`src/hw/rtl/fss_pkg.sv`:
```
package fss_pkg;

    localparam int TEXT_DEPTH    = 128;
    localparam int PATTERN_DEPTH = 128;

    localparam int CH_W  = 8;
    localparam int POS_W = 7;

    localparam int MAX_DEPTH = (TEXT_DEPTH > PATTERN_DEPTH) ? TEXT_DEPTH : PATTERN_DEPTH;
    // lengths and search counters must hold the depth itself
    localparam int LEN_W  = $clog2(MAX_DEPTH + 1);
    localparam int TIDX_W = (TEXT_DEPTH > 1) ? $clog2(TEXT_DEPTH) : 1;
    localparam int PIDX_W = (PATTERN_DEPTH > 1) ? $clog2(PATTERN_DEPTH) : 1;

    localparam logic OP_PATTERN = 1'b0;
    localparam logic OP_TEXT    = 1'b1;

    // controller to datapath
    typedef struct packed {
        logic wr_byte;   // store the accepted byte
        logic init;      // start a search
        logic cmp;       // compare the registered bytes
        logic push;      // move result to output and clear lengths
    } ctrl_cmd_t;

    // datapath to controller
    typedef struct packed {
        logic init_ok;     // pattern non-empty and not longer than text
        logic eq;          // registered bytes match
        logic pat_end;     // current byte is the last of the pattern
        logic last_start;  // current start is the last possible one
        logic out_full;    // output register cannot take a result
    } dp_stat_t;

endpackage

```
`src/hw/rtl/fss_in_if.sv`:
```
interface fss_in_if;
    logic                      valid;
    logic                      ready;
    logic                      op;
    logic [fss_pkg::CH_W-1:0]  ch;
    logic                      last;

    modport source (output valid, output op, output ch, output last, input ready);
    modport sink   (input valid, input op, input ch, input last, output ready);
endinterface

```
`src/hw/rtl/fss_out_if.sv`:
```
interface fss_out_if;
    logic                      valid;
    logic                      ready;
    logic                      found;
    logic [fss_pkg::POS_W-1:0] position;
    logic                      overflow;

    modport source (output valid, output found, output position, output overflow, input ready);
    modport sink   (input valid, input found, input position, input overflow, output ready);
endinterface

```
`src/hw/rtl/fss_ctrl.sv`:
```
module fss_ctrl (
    input  logic               clk,
    input  logic               rst_n,
    input  logic               in_valid,
    input  logic               in_op,
    input  logic               in_last,
    output logic               in_ready,
    input  fss_pkg::dp_stat_t  stat,
    output fss_pkg::ctrl_cmd_t cmd
);
    import fss_pkg::*;

    typedef enum logic [2:0] {
        ST_LOAD,
        ST_INIT,
        ST_READ,
        ST_CMP,
        ST_HOLD
    } state_t;

    state_t state_reg, state_next;
    logic   ready_reg, ready_next;
    logic   accept;

    assign accept   = in_valid && ready_reg;
    assign in_ready = ready_reg;

    always_comb
    begin
        state_next  = state_reg;
        cmd         = '0;
        cmd.wr_byte = accept;
        case (state_reg)
            ST_LOAD:
            begin
                if (accept && in_op == OP_TEXT && in_last)
                begin
                    state_next = ST_INIT;
                end
            end
            ST_INIT:
            begin
                cmd.init   = 1'b1;
                state_next = stat.init_ok ? ST_READ : ST_HOLD;
            end
            ST_READ:
            begin
                state_next = ST_CMP;
            end
            ST_CMP:
            begin
                cmd.cmp = 1'b1;
                if (stat.eq && stat.pat_end)
                begin
                    state_next = ST_HOLD;
                end
                else if (!stat.eq && stat.last_start)
                begin
                    state_next = ST_HOLD;
                end
                else
                begin
                    state_next = ST_READ;
                end
            end
            ST_HOLD:
            begin
                if (!stat.out_full)
                begin
                    cmd.push   = 1'b1;
                    state_next = ST_LOAD;
                end
            end
            default:
            begin
                state_next = ST_LOAD;
            end
        endcase
        ready_next = (state_next == ST_LOAD);
    end

    always_ff @(posedge clk or negedge rst_n)
    begin
        if (!rst_n)
        begin
            state_reg <= ST_LOAD;
            ready_reg <= 1'b0;
        end
        else
        begin
            state_reg <= state_next;
            ready_reg <= ready_next;
        end
    end

    a_ready_only_load: assert property (@(posedge clk) disable iff (!rst_n)
        ready_reg |-> state_reg == ST_LOAD)
        else $error("ready outside load state");

    a_text_last_starts: assert property (@(posedge clk) disable iff (!rst_n)
        (accept && in_op == OP_TEXT && in_last) |=> state_reg == ST_INIT && !ready_reg)
        else $error("text end did not start search");

    a_cmd_exclusive: assert property (@(posedge clk) disable iff (!rst_n)
        $onehot0({cmd.wr_byte, cmd.init, cmd.cmp, cmd.push}))
        else $error("overlapping commands");

endmodule

```
`src/hw/rtl/fss_datapath.sv`:
```
module fss_datapath (
    input  logic                       clk,
    input  logic                       rst_n,
    input  logic                       in_op,
    input  logic [fss_pkg::CH_W-1:0]   in_ch,
    input  fss_pkg::ctrl_cmd_t         cmd,
    output fss_pkg::dp_stat_t          stat,
    output logic                       out_valid,
    input  logic                       out_ready,
    output logic                       out_found,
    output logic [fss_pkg::POS_W-1:0]  out_position,
    output logic                       out_overflow
);
    import fss_pkg::*;

    logic [CH_W-1:0] pat_mem  [PATTERN_DEPTH];
    logic [CH_W-1:0] text_mem [TEXT_DEPTH];
    logic [CH_W-1:0] pat_rd_reg, text_rd_reg;

    logic [LEN_W-1:0] plen_reg, tlen_reg;
    logic             drop_reg;
    logic [LEN_W-1:0] start_reg, k_reg;
    logic             res_found_reg;
    logic [LEN_W-1:0] res_pos_reg;

    logic             out_valid_reg;
    logic             out_found_reg;
    logic [POS_W-1:0] out_pos_reg;
    logic             out_ovf_reg;

    logic [LEN_W-1:0] taddr;
    logic             pat_room, text_room;

    assign taddr     = LEN_W'(start_reg + k_reg);
    assign pat_room  = plen_reg < LEN_W'(PATTERN_DEPTH);
    assign text_room = tlen_reg < LEN_W'(TEXT_DEPTH);

    assign stat.init_ok    = (plen_reg != '0) && (plen_reg <= tlen_reg);
    assign stat.eq         = (pat_rd_reg == text_rd_reg);
    assign stat.pat_end    = (LEN_W'(k_reg + 1'b1) == plen_reg);
    assign stat.last_start = (LEN_W'(start_reg + plen_reg) >= tlen_reg);
    assign stat.out_full   = out_valid_reg && !out_ready;

    // byte stores, one write and one registered read each
    always_ff @(posedge clk)
    begin
        if (cmd.wr_byte && in_op == OP_PATTERN && pat_room)
        begin
            pat_mem[plen_reg[PIDX_W-1:0]] <= in_ch;
        end
        if (cmd.wr_byte && in_op == OP_TEXT && text_room)
        begin
            text_mem[tlen_reg[TIDX_W-1:0]] <= in_ch;
        end
        pat_rd_reg  <= pat_mem[k_reg[PIDX_W-1:0]];
        text_rd_reg <= text_mem[taddr[TIDX_W-1:0]];
    end

    always_ff @(posedge clk or negedge rst_n)
    begin
        if (!rst_n)
        begin
            plen_reg <= '0;
            tlen_reg <= '0;
            drop_reg <= 1'b0;
        end
        else if (cmd.push)
        begin
            plen_reg <= '0;
            tlen_reg <= '0;
            drop_reg <= 1'b0;
        end
        else if (cmd.wr_byte)
        begin
            if (in_op == OP_PATTERN)
            begin
                if (pat_room)
                begin
                    plen_reg <= LEN_W'(plen_reg + 1'b1);
                end
                else
                begin
                    drop_reg <= 1'b1;
                end
            end
            else
            begin
                if (text_room)
                begin
                    tlen_reg <= LEN_W'(tlen_reg + 1'b1);
                end
                else
                begin
                    drop_reg <= 1'b1;
                end
            end
        end
    end

    // search counters and result
    always_ff @(posedge clk)
    begin
        if (cmd.init)
        begin
            start_reg     <= '0;
            k_reg         <= '0;
            res_found_reg <= 1'b0;
            res_pos_reg   <= '0;
        end
        else if (cmd.cmp)
        begin
            if (stat.eq && stat.pat_end)
            begin
                res_found_reg <= 1'b1;
                res_pos_reg   <= start_reg;
            end
            else if (stat.eq)
            begin
                k_reg <= LEN_W'(k_reg + 1'b1);
            end
            else if (!stat.last_start)
            begin
                start_reg <= LEN_W'(start_reg + 1'b1);
                k_reg     <= '0;
            end
        end
    end

    // output register
    always_ff @(posedge clk or negedge rst_n)
    begin
        if (!rst_n)
        begin
            out_valid_reg <= 1'b0;
        end
        else if (cmd.push)
        begin
            out_valid_reg <= 1'b1;
        end
        else if (out_ready)
        begin
            out_valid_reg <= 1'b0;
        end
    end

    always_ff @(posedge clk)
    begin
        if (cmd.push)
        begin
            out_found_reg <= res_found_reg;
            out_pos_reg   <= res_found_reg ? POS_W'(res_pos_reg) : '0;
            out_ovf_reg   <= drop_reg;
        end
    end

    assign out_valid    = out_valid_reg;
    assign out_found    = out_found_reg;
    assign out_position = out_pos_reg;
    assign out_overflow = out_ovf_reg;

    a_push_into_free: assert property (@(posedge clk) disable iff (!rst_n)
        cmd.push |-> !(out_valid_reg && !out_ready))
        else $error("result pushed over a pending one");

    a_lengths_bounded: assert property (@(posedge clk) disable iff (!rst_n)
        plen_reg <= LEN_W'(PATTERN_DEPTH) && tlen_reg <= LEN_W'(TEXT_DEPTH))
        else $error("length beyond store depth");

    a_push_clears: assert property (@(posedge clk) disable iff (!rst_n)
        cmd.push |=> plen_reg == '0 && tlen_reg == '0 && !drop_reg && out_valid_reg)
        else $error("lengths not cleared after result");

    a_window_in_text: assert property (@(posedge clk) disable iff (!rst_n)
        cmd.cmp |-> LEN_W'(start_reg + plen_reg) <= tlen_reg && k_reg < plen_reg)
        else $error("compare window outside text");

endmodule

```
`src/hw/rtl/first_substring_position.sv`:
```
// first_substring_position: earliest position of a pattern inside a text
// loading: one byte per cycle for pattern and text transactions when idle
// search: after the text's last byte, an init state, then a read state and
//   a compare state per byte compare (registered store reads), then a hold
//   state that posts the result once the output is free; input stalled meanwhile
// reset: lengths, overflow flag and output valid cleared; stores not cleared
module first_substring_position (
    input  logic      clk,
    input  logic      rst_n,
    fss_in_if.sink    in_ch,
    fss_out_if.source out_ch
);
    import fss_pkg::*;

    // command and status between controller and datapath
    ctrl_cmd_t cmd;
    dp_stat_t  stat;

    // controller: input handshake and search sequencing
    fss_ctrl u_ctrl (
        .clk      (clk),
        .rst_n    (rst_n),
        .in_valid (in_ch.valid),
        .in_op    (in_ch.op),
        .in_last  (in_ch.last),
        .in_ready (in_ch.ready),
        .stat     (stat),
        .cmd      (cmd)
    );

    // datapath: byte stores, lengths, compare counters, output register
    fss_datapath u_dp (
        .clk          (clk),
        .rst_n        (rst_n),
        .in_op        (in_ch.op),
        .in_ch        (in_ch.ch),
        .cmd          (cmd),
        .stat         (stat),
        .out_valid    (out_ch.valid),
        .out_ready    (out_ch.ready),
        .out_found    (out_ch.found),
        .out_position (out_ch.position),
        .out_overflow (out_ch.overflow)
    );

endmodule

```
`src/flat_wrapper.sv`:
```
// flat-port wrapper written by rule: the top's interface ports become plain ports
module first_substring_position_flat import fss_pkg::*;
  (clk, rst_n, in_ch_valid, in_ch_op, in_ch_ch, in_ch_last, in_ch_ready, out_ch_valid, out_ch_found, out_ch_position, out_ch_overflow, out_ch_ready);
  fss_in_if in_ch_i ();
  fss_out_if out_ch_i ();
  input  logic clk;
  input  logic rst_n;
  input wire logic [$bits(in_ch_i.valid)-1:0] in_ch_valid;
  input wire logic [$bits(in_ch_i.op)-1:0] in_ch_op;
  input wire logic [$bits(in_ch_i.ch)-1:0] in_ch_ch;
  input wire logic [$bits(in_ch_i.last)-1:0] in_ch_last;
  output wire logic [$bits(in_ch_i.ready)-1:0] in_ch_ready;
  output wire logic [$bits(out_ch_i.valid)-1:0] out_ch_valid;
  output wire logic [$bits(out_ch_i.found)-1:0] out_ch_found;
  output wire logic [$bits(out_ch_i.position)-1:0] out_ch_position;
  output wire logic [$bits(out_ch_i.overflow)-1:0] out_ch_overflow;
  input wire logic [$bits(out_ch_i.ready)-1:0] out_ch_ready;
  assign in_ch_i.valid = in_ch_valid;
  assign in_ch_i.op = in_ch_op;
  assign in_ch_i.ch = in_ch_ch;
  assign in_ch_i.last = in_ch_last;
  assign in_ch_ready = in_ch_i.ready;
  assign out_ch_valid = out_ch_i.valid;
  assign out_ch_found = out_ch_i.found;
  assign out_ch_position = out_ch_i.position;
  assign out_ch_overflow = out_ch_i.overflow;
  assign out_ch_i.ready = out_ch_ready;
  first_substring_position u_core (.clk(clk), .rst_n(rst_n), .in_ch(in_ch_i), .out_ch(out_ch_i));
endmodule
```
`config.mk`:
```
export PLATFORM = sky130hd
export DESIGN_NAME = first_substring_position_flat
export DESIGN_NICKNAME = d
export VERILOG_FILES = /design/src/hw/rtl/fss_pkg.sv /design/src/hw/rtl/fss_in_if.sv /design/src/hw/rtl/fss_out_if.sv /design/src/hw/rtl/fss_ctrl.sv /design/src/hw/rtl/fss_datapath.sv /design/src/hw/rtl/first_substring_position.sv /design/src/flat_wrapper.sv
export SDC_FILE = /design/constraint.sdc
export NUM_CORES = 2
export LEC_CHECK = 0
export BUFFER_PORTS_ARGS = -buffer_cell sky130_fd_sc_hd__buf_4
export CAP_MARGIN = 20
export CELL_PAD_IN_SITES_DETAIL_PLACEMENT = 2
export CELL_PAD_IN_SITES_GLOBAL_PLACEMENT = 2
export CORE_MARGIN = 3
export CORE_UTILIZATION = 46
export CTS_BUF_LIST = sky130_fd_sc_hd__clkbuf_4 sky130_fd_sc_hd__clkbuf_8 sky130_fd_sc_hd__clkbuf_16
export CTS_CLUSTER_SIZE = 16
export DETAILED_ROUTE_END_ITERATION = 8
export PLACE_DENSITY = 0.8
export SYNTH_ARGS = -nofsm -noshare
export SYNTH_HDL_FRONTEND = slang
export SYNTH_HIERARCHICAL = 1
export SYNTH_SLANG_ARGS = --single-unit
```
`constraint.sdc`:
```
create_clock -name clk -period 3.32 [get_ports clk]
set_input_delay 0.664 -clock clk [delete_from_list [all_inputs] [get_ports clk]]
set_output_delay 0.664 -clock clk [all_outputs]
set_load 0.01 [all_outputs]
```
==> flow_summary.toml, run 1 <==
[synth]
yosys.area.top_type_share = 0.7389
syn-cell-area_um2 = 83590
yosysUniqueCellTypes = 81
synth_enable_flop_cells = 2057
synth.top_cells.by_area = "edfxtp_1, mux4_2, nor2_1"
yosysWarnings = 6
ys_ff_latch = 2119
synth.most_common_cell = "edfxtp_1"
syn_avg_cell_area_um2 = 21.03
ys_seq_area_frac = 0.7551
syn_nets = 4025
synthTopCellsByCount = "edfxtp_1, mux4_2, nor2_1"
synth_largest_area_cell = "edfxtp_1"
async_reset_ff_frac = 0.01038
synthCells = 3975
synth_ff_type = "edfxtp_1"

[outcome]
status = "stopped before the end"
tool.error = "[ERROR DPL-0033] detailed placement checks failed during check placement."
stop_stage = "3_5_place_dp"

[floorplanning]
ios = 25
num_rows = 155
start_util = 0.4655
die_w_um = 432.3
die_h_um = 432.3

[placement]
gp_congestion = 0.9046
dp_hpwl_um = 194400
numPortBuffers = 24
[metrics by stage]
| stage | setup slack, ns | setup TNS (ns) | std cells | area (um^2) | hold slack (ns) |
|---|---|---|---|---|---|
| floorplan | 0.08039 | 0 | 3975 | 83600 | 0.3684 |
| global placement | -0.3715 | -3.668 | 6617 | 90050 | 0.4690 |
[cells by family after synthesis]
family / count (synthesis) / share of synthesized area
DFF: 2119 / 0.7551
and+or+nand+nor: 656 / 0.03490
xor gates and xnor gates: 45 / 0.004715
AOI/OAI and AO/OA: 191 / 0.01748
adders and majority gates: 36 / 0.005568
buffers and inverters: 243 / 0.01364
muxes: 685 / 0.1686
==> run 2: changes to the inputs <==
--- a/config.mk
+++ b/config.mk
@@ -7,14 +7,10 @@
 export LEC_CHECK = 0
 export BUFFER_PORTS_ARGS = -buffer_cell sky130_fd_sc_hd__buf_4
 export CAP_MARGIN = 20
-export CELL_PAD_IN_SITES_DETAIL_PLACEMENT = 2
-export CELL_PAD_IN_SITES_GLOBAL_PLACEMENT = 2
 export CORE_MARGIN = 3
-export CORE_UTILIZATION = 46
-export CTS_BUF_LIST = sky130_fd_sc_hd__clkbuf_4 sky130_fd_sc_hd__clkbuf_8 sky130_fd_sc_hd__clkbuf_16
-export CTS_CLUSTER_SIZE = 16
+export CORE_UTILIZATION = 40
 export DETAILED_ROUTE_END_ITERATION = 8
-export PLACE_DENSITY = 0.8
+export PLACE_DENSITY_LB_ADDON = 0.15
 export SYNTH_ARGS = -nofsm -noshare
 export SYNTH_HDL_FRONTEND = slang
 export SYNTH_HIERARCHICAL = 1
==> constraint.sdc (replaced) <==
create_clock -name clk -period 4.3 [get_ports clk]
set_input_delay 0.86 -clock clk [delete_from_list [all_inputs] [get_ports clk]]
set_output_delay 0.86 -clock clk [all_outputs]
set_load 0.01 [all_outputs]
==> run 2 against run 1 <==
The run now ends clean. Synthesized cell count did not move. Area after synthesis did not move.
==> flow_summary.toml, run 2 <==
[route]
drt_iter0_drc = 3968
avgRoutedWirePerCell_um = 29.39
first_pass_iters = 6
wirelength_um = 214900
vias = 40690
antenna_left = 0
via_per_inst = 5.564
drc_errors = 0

[placement]
dp_cells = 6902
numPortBuffers = 24
place_ws_ns = 0.02816
placed_area_um2 = 89160
gp_congestion = 0.8392
dp_hpwl_um = 134400

[min_path]
min_path_cells = 0
worstHoldPathType = "flop to flop"
min_delay_worst_endpoint = "u_core/u_dp/out_overflow"
min-delay-start = "u_core/u_dp/drop_reg"

[layout]
syn2layout_area_growth_pct = 15.10
final_common_cell = "edfxtp_1"
multi_input_area_um2 = 19450
drive_gt1_frac = 0.2899
final_area_um2 = 96210
seq_area_um2 = 63130
final_cells = 7313
layout_common_cells = "edfxtp_1, mux4_2, buf_4, nor2_1, clkbuf_16"
n_fill_cell = 17350
nets = 4387

[worst_setup_path]
rr_worst_depth = 11
r2r_setup_slack_ns = 0.20
cp-end-kind = "flop"
crit_path_max_fanout = 29
startpoint_type = "flop"
path_class = "flop to flop"
crit_start = "u_core/u_dp/k_reg[0]"
arrival_ns = 4.89
required_ns = 5.08
r2r-end = "u_core/u_dp/text_rd_reg[0]"
r2r_start = "u_core/u_dp/k_reg[0]"

[floorplanning]
ios = 25
core_um2 = 207500
fp.dieArea_um2 = 214500
num_rows = 167
die_h_um = 463.1
die_w_um = 463.1
start_util = 0.4029

[run]
cap_violations = 0

[cts]
numClockSinks = 2119
cts_setup_buffers = 0
clockRootBuffer = "clkbuf_16"
cts_htree_levels = 4
cts_tree = "done"
cts_buffers = 220
cts_buffer_depth = 3
clock_latency_ns = 0.86
clkTransAtPathRegs_ns = 0.06

[synth]
synthTopCellsByCount = "edfxtp_1, mux4_2, nor2_1"
synth_enable_flop_cells = 2057
yosysWarnings = 6
synth.top_cells.by_area = "edfxtp_1, mux4_2, nor2_1"
synth.most_common_cell = "edfxtp_1"
syn_nets = 4025
synth_largest_area_cell = "edfxtp_1"
yosysUniqueCellTypes = 81
syn-cell-area_um2 = 83590
synthCells = 3975
synth_ff_type = "edfxtp_1"
async_reset_ff_frac = 0.01038
yosys.area.top_type_share = 0.7389
ys_ff_latch = 2119
syn_avg_cell_area_um2 = 21.03
ys_seq_area_frac = 0.7551

[power_and_ir_drop]
vdd_drop_max_mv = 0.4429
power_density_nw_per_um2 = 487.1
p_leak_uw = 0.02996

[timing]
slew_violations = 0
period_share = 0.9539
timing.final.hold_violations = 0
max_freq_mhz = 243.8
tightest_slew_ns = 1.170
setup_slack_ns = 0.1980
period_minus_slack_ns = 4.102
slew_headroom = 0.2197
setup_viol = 0
hold_ws_ns = 0.4309
fin_worst_skew_ns = 0.03279
fin_tns_setup_ns = 0
rsz0062_at_grt = "no"

[grt]
antenna_found_initial = 7
grt_max_degree = 152
grt_pass1_vias = 41980
grt_usage = 0.1998
grt-ovfl-total = 0
grt_first_pass_wirelength_um = 310200

[outcome]
status = "finished clean"
## run 2: critical path, stage by stage, from the launching register on
cell and delay, ns:
dfxtp_4 0.45, ha_4 0.22, fa_4 0.49, a211oi_2 0.41, or2_1 0.28, nand2_8 0.26
buf_12 0.28, buf_4 0.24, mux2i_1 0.14, mux2_2 0.30, a221oi_1 0.70, nand4b_1 0.21
## run 2: worst max-delay path by stage
stage	endpoint	slack, ns	cells after the start
2_1_floorplan	u_core/u_dp/start_reg[5]	0.82	15
3_3_place_gp	u_core/u_dp/pat_rd_reg[6]	0.08	8
3_5_place_dp	u_core/u_dp/text_rd_reg[3]	0.03	11
4_1_cts	u_core/u_dp/pat_rd_reg[6]	0.01	8
5_1_grt	u_core/u_dp/pat_rd_reg[6]	0.03	8
6_report	u_core/u_dp/text_rd_reg[0]	0.20	11
## run 2: kinds of logic (layout without fill, tap and decap cells)
family                   count (synthesis)  in the layout  synth area share
adder cells (fa/ha/maj)                 36             36          0.005568
AO/OA/AOI/OAI                          191            191           0.01748
other                                    0              3                 0
multiplexers                           685            685            0.1686
buffers and inverters                  243            790           0.01364
XOR/XNOR                                45             45          0.004715
flip-flops                            2119           2119            0.7551
AND/OR/NAND/NOR                        656            656           0.03490
## run 2: area by class of cell
| type | count | area share |
|---|---|---|
| multi-input combinational | 1613 | 0.2021 |
| sequential | 2119 | 0.6562 |
| timing repair buffer | 350 | 0.03116 |
| clock inverter | 121 | 0.01204 |
| antenna | 3 | 0.00007803 |
| tap | 2788 | 0.03626 |
| inverter | 33 | 0.001287 |
| clock buffer | 286 | 0.06089 |
## run 2: layer usage
| layer | global-route usage | vias up | share of wire |
|---|---|---|---|
| met5 | 0 | - | 0.00014 |
| met4 | 0.05467 | 4 | 0.026 |
| met3 | 0.04630 | 296 | 0.066 |
| met2 | 0.3183 | 1154 | 0.48 |
| met1 | 0.2772 | 22000 | 0.43 |
| li1 | - | 17230 | - |
## run 2: metrics by stage
step           utilization  power, uW
3_5_place_dp        0.4297      28800
5_1_grt             0.4637      48520
4_1_cts             0.4636      47420
6_report            0.4637      46870
2_1_floorplan            -      26590
3_3_place_gp        0.4297      28810
## run 2: timing repair
action	CTS	global route
endpoints found under the setup margin	0	5
gates resized for setup	0	3
endpoints found under the hold margin	22	0
hold buffers	1	0
## run 2: where the power goes
part	switching [uW]	total, uW	internal [uW]
registers	254	23100	22800
logic	2990	5220	2230
clock network	7860	18600	10700
No activity file was read; power rests on OpenSTA's default activity.
